<file path="src/sv/wet_pkg.sv">
// ----------------------------------------------------------------------------
// wet_pkg
// Types and constants shared by the weighted edge table modules.
// ----------------------------------------------------------------------------
package wet_pkg;

  localparam int CapDefault = 32;
  localparam int KeyW = 31;
  localparam int WgtW = 32;
  localparam int StepW = 31;
  localparam int CntW = 6;

  localparam logic [2:0] REQ_ADD    = 3'd0;
  localparam logic [2:0] REQ_DELETE = 3'd1;
  localparam logic [2:0] REQ_SETW   = 3'd2;
  localparam logic [2:0] REQ_LOOKUP = 3'd3;
  localparam logic [2:0] REQ_RECENT = 3'd4;
  localparam logic [2:0] REQ_MAXW   = 3'd5;
  localparam logic [2:0] REQ_MINW   = 3'd6;
  localparam logic [2:0] REQ_UNUSED = 3'd7;

  localparam logic [1:0] ST_OK     = 2'd0;
  localparam logic [1:0] ST_ABSENT = 2'd1;
  localparam logic [1:0] ST_FULL   = 2'd2;

  localparam logic [WgtW-1:0] WEIGHT_ONE = 32'h0001_0000;

  typedef struct packed {
    logic [2:0]       req_type;
    logic             direction;
    logic [KeyW-1:0]  neighbor_key;
    logic [WgtW-1:0]  new_weight;
    logic [StepW-1:0] current_step;
  } in_item_t;

  typedef struct packed {
    logic [1:0]       status;
    logic [KeyW-1:0]  result_key;
    logic [WgtW-1:0]  result_weight;
    logic [StepW-1:0] result_step;
    logic [CntW-1:0]  entry_count;
  } out_item_t;

  typedef struct packed {
    logic [KeyW-1:0]  key;
    logic [WgtW-1:0]  wgt;
    logic [StepW-1:0] step;
  } entry_t;

  typedef enum logic [2:0] {
    CMP_EQ  = 3'b001,
    CMP_GTS = 3'b010,
    CMP_LTS = 3'b100
  } cmp_op_t;

endpackage

</file>
<file path="src/sv/wet_cmp.sv">
// ----------------------------------------------------------------------------
// wet_cmp
// Shared compare unit: key match, unsigned step compare, signed weight compare.
// ----------------------------------------------------------------------------
module wet_cmp (
  input  wet_pkg::cmp_op_t       op,
  input  logic                   is_step,
  input  wet_pkg::entry_t        cand,
  input  wet_pkg::entry_t        best,
  input  logic [wet_pkg::KeyW-1:0] key,
  output logic                   hit
);
  always_comb begin
    unique case (op)
      wet_pkg::CMP_EQ:  hit = (cand.key == key);
      wet_pkg::CMP_GTS: hit = is_step ? (cand.step > best.step)
                                      : ($signed(cand.wgt) > $signed(best.wgt));
      wet_pkg::CMP_LTS: hit = ($signed(cand.wgt) < $signed(best.wgt));
      default:          hit = 1'b0;
    endcase
  end
endmodule

</file>
<file path="config.mk">
export PLATFORM = sky130hd
export DESIGN_NAME = wet_cmp
export DESIGN_NICKNAME = d
export VERILOG_FILES = /design/src/sv/wet_pkg.sv /design/src/sv/wet_cmp.sv
export SDC_FILE = /design/constraint.sdc
export NUM_CORES = 1
export LEC_CHECK = 0
export ABC_AREA = 0
export BUFFER_PORTS_ARGS = -buffer_cell sky130_fd_sc_hd__buf_2
export CORE_AREA = 2 2 87 89
export DETAILED_ROUTE_END_ITERATION = 8
export DIE_AREA = 0 0 89 91
export PLACE_DENSITY = 0.69
export SYNTH_ARGS = -nofsm -noshare
export SYNTH_HDL_FRONTEND = slang
export SYNTH_SLANG_ARGS = --single-unit
</file>
<file path="constraint.sdc">
create_clock -name vclk -period 5.05
set_input_delay 0.2525 -clock vclk [all_inputs]
set_output_delay 0.2525 -clock vclk [all_outputs]
set_load 0.05 [all_outputs]
</file>
* Word level (Yosys, flattened, before mapping) *
Cells that the tools add are included.
Widths: inputs -> output; s select.

word-level totals
  register bits after elaboration = 0
  input port bits = 223
  output and inout port bits = 1
  logic and storage cells = 9

cells by class
  order comparisons = 3
  muxes and demuxes = 2
  equal/unequal tests = 4

operators by type and width
  operator            number
  $gt 32x32->1        1
  $lt 32x32->1        1
  $eq 31x31->1        1
  $gt 31x31->1        1
  $eq 3x1->1 const B  1
  $eq 3x2->1 const B  1
  $eq 3x3->1 const B  1
  $pmux 1 s3          1
  $mux 1              1

* Longest topological paths before layout *
Gate-level depths: netlist of the first run.

  word-level depth = 3
  depth in mapped cells = 9
  depth with buffers taken out = 9

* Worst setup path before layout of the first run *
Ideal clock, no wire load.

  kind = in2out
  from = input best[36] (netlist bit)
  to = output hit
  data arrival time = 2.385 ns
  buffers on the path = 0
  stages = 9
  setup slack = 2.413 ns
  data required time = 4.798 ns
  cell sequence = inv_1 > ha_1 > a21o_1 > nand3_2 > a211oi_1 > or4b_4 > a211oi_1 > nor3_1 > o21ai_1

on the way
  word-level cells in the longest chain between the ends = 3
  elaborated cells between the ends (all ways) = 4
  those cells by class = 2 x order compare; 2 x mux

ends and longest elaborated chain
  item          RTL line       RTL
  from (decl)   wet_cmp.sv:9   input wet_pkg::entry_t best,
  $gt 32x32->1  wet_cmp.sv:17  : ($signed(cand.wgt) > $signed(best.wgt));
  $mux 1        wet_cmp.sv:16  wet_pkg::CMP_GTS: hit = is_step ? (cand.step > best.step)
  $pmux 1 s3 *  wet_cmp.sv:14  unique case (op)
  to (decl)     wet_cmp.sv:11  output logic hit

Mark *: on every way between the ends. The rest lies on a longest branch, timed or not.

* Worst setup path after layout of the first run *
  from = input best[58] (netlist bit)
  to = output hit

The elaborated chain is that of the path after synthesis.

==> results.md, run 1 <==
| Metric | This run | Unit |
|---|---|---|
| Floorplan row count | 31 | - |
| Largest incremental delay on the critical path | 0.55 | ns |
| Diode insertion count for antenna repair | 0 | - |
| Overall die area | 8100 | sq um |
| Final nets | 760 | - |
| Run status | completed | - |
| Part of the cycle the worst path needs | 51.1 | % |
| Post_cts resized | 0 | - |
| Most frequently used cell type in the post-synthesis netlist | inv_1 | - |
| Post-synthesis area per instance | 7.31 | sq um |
| Library cells used by synthesis | 36 | - |
| Pin count of the biggest net entering global routing | 7 | - |
| Max transition margin | 61.1 | % |
| Static leakage | 1.91 | nW |
| Data required time at the worst endpoint | 4.80 | ns |
| Number of max-slew violations in the final report | 0 | - |
| RSZ-0062 raised after global routing | false | - |
| Post-Syn Nets | 565 | - |
| FF+latch count | 0 | - |
| Die Ht | 91 | um |
| Accumulated negative setup slack | 0 | ns |
| Final hold violations | 0 | - |
| Met2 usage | 30.0 | % |
| HPWL Detailed | 6.01 | mm |
| Commonest cells in the synthesized netlist | inv_1 (67), ha_1 (63), a21oi_1 (28), xor2_1 (21), nand4_1 (17) | - |
| Vias in the first global route | 2562 | - |
| # fillers | 775 | - |
| Floorplan Core Area | 7140 | sq um |
| Type of the worst setup path | input port to output port | - |
| Count of buffers from port buffering | 193 | - |
| Crit end category | output port | - |
| Period minus WS final | 2.58 | ns |
| Type of the worst min-delay path | input port to output port | - |
| Clock buffer count in the final layout | 0 | - |
| Max stage delay cell, worst path | nor4_1 | - |
| Count of warnings emitted by yosys | 0 | - |
| Sum of overflow across all layers after global routing | 0 | - |
| WL final | 6.17 | mm |
| Startpoint type of the worst setup path | input port | - |
| Area grow syn2layout | 53.4 | % |
| Final-report setup violation count | 0 | - |
| Starting density of the core | 28.6 | % |
| Buffer count from post-CTS setup fixing | 0 | - |
| Maximum frequency from static timing analysis | 0.388 | GHz |
| Vias per std cell | 4.52 | - |
| Data arrival time of the critical path | 2.33 | ns |
| Routed Antenna Nets | 0 | - |
| Met3 capacity usage during global routing | 1.00 | % |
| Number of optimization iterations in the first detailed-route pass | 4 | - |
| Power per unit of standard cell area | 70.6 | nW/um^2 |
| Detailed Route Iter0 Violations | 24 | - |
| Library cell occupying the most area in the post-synthesis netlist | ha_1 | - |
| Dominant cells by area after synthesis | ha_1 (39%), inv_1 (12%), xor2_1 (9.0%) | - |
| Global-route wire length before repair | 9.71 | mm |
| Via count of the routed design | 2579 | - |
| Total placed instance area | 3130 | sq um |
| Number of top-level design ports | 224 | - |
| Most congested layer reported by global routing | met2 | - |
| Hold_ws | 0.891 | ns |
| Dominant cell type by count on the critical path | buf_2 | - |
| Per-cell routed wire length | 10.8 | um |
| Post-synthesis instance area | 2040 | sq um |
| Non-Filler Cell Area, Final | 3130 | sq um |
| Register cell area after layout | 0 | sq um |
| Cell depth of the worst hold path | 3 | - |
| Final Wtd Congestion | 0.766 | - |
| Sequential cell area fraction in the yosys report | 0 | % |
| Transition time at the pin with the least slew margin | 0.578 | ns |
| Overall power consumption | 0.000221 | W |
| Biggest fanout along the worst timing path | 4 | - |
| DRC violation count after routing | 0 | - |
| Area taken by multi-input logic gates | 1790 | sq um |
| Ratio of cells with drive above 1 in the final layout | 42.4 | % |
| GR Util met1 | 15.2 | % |
| Antenna violations before repair | 0 | - |
| Number of cells produced by synthesis | 279 | - |
| Cts hold-fix bufs | 0 | - |
| Max-Cap Viols | 0 | - |
| Total Routing Usage GR | 14.2 | % |
| Worst voltage drop across the vdd grid | 0.0000282 | V |
| Crit path cell chain | buf_2 > inv_1 > ha_1 > nand4_1 > nor4_1 > a211o_1 > or3_1 > a211oi_1 > a211oi_2 > o21ai_1 > buf_2 | - |
| Horizontal extent of the die | 89 | um |
| Area share of the leading cell type in the synthesized netlist | 38.7 | % |
metrics by stage:
stage	cells	setup slack, ns	utilization, %
2_1_floorplan	279	2.41	-
3_3_place_gp	571	2.46	43.8
3_5_place_dp	571	2.43	43.8
4_1_cts	571	2.43	43.8
5_1_grt	571	2.28	43.8
6_report	571	2.47	43.8
power by group:
group / switching, W / internal [W] / total (W) / leakage [nW]
registers: 0 / 0 / 0 / 0
logic: 0.000101 / 0.000120 / 0.000221 / 1.91
clock network: 0 / 0 / 0 / 0
path summary, 6_finish.rpt:
| kind | startpoint | endpoint | slack, ns |
|---|---|---|---|
| setup / recovery | best[58] | hit | 2.47 |
| hold / removal | op[0] | hit | 0.89 |
cell usage in the layout, fill, tap and decap left out, drive strengths merged, types with 2 or more instances in the layout:
cell and instances:
buf 193, inv 67, ha 63, a21oi 28
xor2 21, nand4 18, nand2 11, nor4 10
xnor2 10, o21ai 8, nand3 7, a21o 5
a211oi 5, nor3 4, nor2 3, nand3b 2
a2111oi 2, o211ai 2
critical path: cells and delay by family:
kind            cells  cell delay [ns]
fa+ha+maj           1             0.30
buf+inv             3             0.33
compound gates      4             0.60
simple gates        3             0.85
per-layer routing:
| metal | wire (um) | part of all wire [%] |
|---|---|---|
| met1 | 2350 | 38 |
| met2 | 3350 | 54 |
| met3 | 436 | 7.1 |
| met4 | 27 | 0.44 |
| met5 | 0 | 0 |
cell families (layout without fill, tap and decap cells):
kind of cell	after synthesis	in the layout	share of synthesized area [%]
AO/OA/AOI/OAI	56	56	17.2
XOR/XNOR	31	31	13.3
adder cells (fa/ha/maj)	63	63	38.7
buffers and inverters	67	260	12.3
AND/OR/NAND/NOR	62	62	18.5
final cells by class:
class,count,share of cell area [%]
repair buffers,193,30.9
multi-input cells,212,57.1
inverters,67,8.04
well taps,99,3.96
No activity file was read; power rests on OpenSTA's default activity.
==> run 2: changes to the inputs <==
--- a/config.mk
+++ b/config.mk
@@ -7,10 +7,10 @@
 export LEC_CHECK = 0
 export ABC_AREA = 0
 export BUFFER_PORTS_ARGS = -buffer_cell sky130_fd_sc_hd__buf_2
-export CORE_AREA = 2 2 87 89
+export CORE_AREA = 2 2 86 88
 export DETAILED_ROUTE_END_ITERATION = 8
-export DIE_AREA = 0 0 89 91
-export PLACE_DENSITY = 0.69
+export DIE_AREA = 0 0 88 90
+export PLACE_DENSITY = 0.7
 export SYNTH_ARGS = -nofsm -noshare
 export SYNTH_HDL_FRONTEND = slang
 export SYNTH_SLANG_ARGS = --single-unit
==> constraint.sdc (replaced) <==
create_clock -name vclk -period 2.55
set_input_delay 0.1275 -clock vclk [all_inputs]
set_output_delay 0.1275 -clock vclk [all_outputs]
set_load 0.05 [all_outputs]
==> run 2 against run 1 <==
Compared with the run above:
- via count is 0.31% lower
- wire length is 4.9% higher
- sequential cell count stayed put
- sequential share of layout area stayed put
- global-route usage is 0.78 points higher
- total power is 99% higher
- die area is 2.2% lower
- setup slack worse by 2.3 ns
==> results.md, run 2 (synthesis results as in run 1) <==
| Metric | This run | Unit | vs previous |
|---|---|---|---|
| Post_cts resized | 0 | - | unchanged |
| Data arrival time of the critical path | 2.22 | ns | -0.11 ns |
| Area grow syn2layout | 53.8 | % |  |
| Vias in the first global route | 2530 | - | -1.2% |
| Part of the cycle the worst path needs | 92.2 | % |  |
| Max-Cap Viols | 0 | - | unchanged |
| Met3 capacity usage during global routing | 1.84 | % | +0.84 points |
| Cts hold-fix bufs | 0 | - | unchanged |
| Overall power consumption | 0.000439 | W | +99% |
| Overall die area | 7920 | sq um | -2.2% |
| DRC violation count after routing | 0 | - | unchanged |
| Number of optimization iterations in the first detailed-route pass | 4 | - | unchanged |
| Clock buffer count in the final layout | 0 | - | unchanged |
| Buffer count from post-CTS setup fixing | 0 | - | unchanged |
| Floorplan Core Area | 7020 | sq um | -1.6% |
| Met2 usage | 31.1 | % | +1.1 points |
| WL final | 6.48 | mm | +4.9% |
| Detailed Route Iter0 Violations | 23 | - | -4.2% |
| Most congested layer reported by global routing | met2 | - |  |
| Final-report setup violation count | 0 | - | unchanged |
| Power per unit of standard cell area | 140 | nW/um^2 | +98% |
| Accumulated negative setup slack | 0 | ns | unchanged |
| Die Ht | 90 | um | -1.1% |
| Via count of the routed design | 2571 | - | -0.31% |
| Most frequent standard cell in the layout excluding fill and tap cells | buf_2 | - |  |
| Run status | completed | - |  |
| Diode insertion count for antenna repair | 0 | - | unchanged |
| Final Wtd Congestion | 0.796 | - | +3.9% |
| RSZ-0062 raised after global routing | false | - |  |
| Number of max-slew violations in the final report | 0 | - | unchanged |
| Max transition margin | 69.4 | % | +8.3 points |
| Hold_ws | 0.633 | ns | -0.258 ns |
| Non-Filler Cell Area, Final | 3140 | sq um | +0.24% |
| Maximum frequency from static timing analysis | 0.425 | GHz |  |
| Final hold violations | 0 | - | unchanged |
| Floorplan row count | 31 | - | unchanged |
| Data required time at the worst endpoint | 2.42 | ns | -2.38 ns |
| Internal power | 0.000238 | W | +99% |
| Period minus WS final | 2.35 | ns |  |
| Biggest fanout along the worst timing path | 6 | - | +2 |
| Number of top-level design ports | 224 | - | unchanged |
| Cell depth of the worst hold path | 3 | - | unchanged |
| Sum of overflow across all layers after global routing | 0 | - | unchanged |
| Startpoint type of the worst setup path | input port | - |  |
| Per-cell routed wire length | 11.3 | um | +4.7% |
| Ratio of cells with drive above 1 in the final layout | 42.5 | % | +0.12 points |
| Starting density of the core | 29.1 | % | +0.47 points |
| Count of buffers from port buffering | 193 | - | unchanged |
| Routed Antenna Nets | 0 | - | unchanged |
| Hold-critical path endpoint | hit | - |  |
| Global-route wire length before repair | 9.92 | mm | +2.1% |
| Switching share of power | 45.9 | % | about the same |
| Total Routing Usage GR | 15.0 | % | +0.78 points |
| Static leakage | 1.92 | nW | +0.29% |
| GR Util met1 | 15.9 | % | +0.63 points |
| Total placed instance area | 3140 | sq um | +0.24% |
| Sequential Power Share | 0 | % | unchanged |
| Horizontal extent of the die | 88 | um | -1.1% |
| Register cell area after layout | 0 | sq um | unchanged |
| Worst voltage drop across the vdd grid | 0.0000613 | V | +120% |
| Min-delay src | op[0] | - |  |
| Crit end category | output port | - |  |
| Antenna violations before repair | 0 | - | unchanged |
| Final nets | 761 | - | +0.13% |
| HPWL Detailed | 6.24 | mm | +4.0% |
| FF+latch count | 0 | - | unchanged |
| Clock power share | 0 | % | unchanged |
| Share of power burned in combinational logic | 100.0 | % | about the same |
| Type of the worst min-delay path | input port to output port | - |  |
| Most frequent cells in the layout | buf_2 (193), inv_1 (67), ha_1 (63) | - |  |
| Transition time at the pin with the least slew margin | 0.454 | ns | -0.123 ns |
| Vias per std cell | 4.49 | - | -0.48% |
| Type of the worst setup path | input port to output port | - |  |
| Switching component of the power | 0.000202 | W | +99% |
| Pin count of the biggest net entering global routing | 7 | - | unchanged |
run 2: cell type report:
type / count / area [sq um]
tap: 99 / 124
multi-input combinational: 212 / 1790
fill: 724 / 3880
inverter: 67 / 251
timing repair buffer: 194 / 973
run 2: power groups by stage:
| stage | sequential (W) | clock, W | combinational, W |
|---|---|---|---|
| floorplan | 0 | 0 | 0.000233 |
| global placement | 0 | 0 | 0.000430 |
| detailed placement | 0 | 0 | 0.000443 |
| CTS | 0 | 0 | 0.000447 |
| global route | 0 | 0 | 0.000503 |
| finish | 0 | 0 | 0.000439 |
run 2: worst max path at each step:
stage / from / end / slack [ns]
CTS: cand[62] / hit / 0.19
finish: cand[62] / hit / 0.20
floorplan: best[36] / hit / 0.16
global placement: cand[4] / hit / 0.27
global route: best[2] / hit / 0.04
detailed placement: cand[62] / hit / 0.21
run 2: critical path: stages:
cell      delay, ns
buf_2          0.10
ha_1           0.35
nand4_1        0.18
nor4_1         0.10
a211o_1        0.28
or3_1          0.33
a211oi_1       0.32
a211oi_2       0.08
o21ai_1        0.08
buf_2          0.28
run 2: metal layers:
layer / up-vias / wire, um / share of wire [%]
met1: 1080 / 2480 / 38
met2: 109 / 3490 / 54
met5: - / 0 / 0
met4: 0 / 27 / 0.42
li1: 1380 / - / -
met3: 2 / 475 / 7.3
run 2: metrics by stage:
stage	instances	utilization [%]	setup WS, ns
2_1_floorplan	279	-	0.163
3_3_place_gp	572	44.7	0.269
3_5_place_dp	572	44.7	0.206
4_1_cts	572	44.7	0.193
5_1_grt	572	44.7	0.0391
6_report	572	44.7	0.200
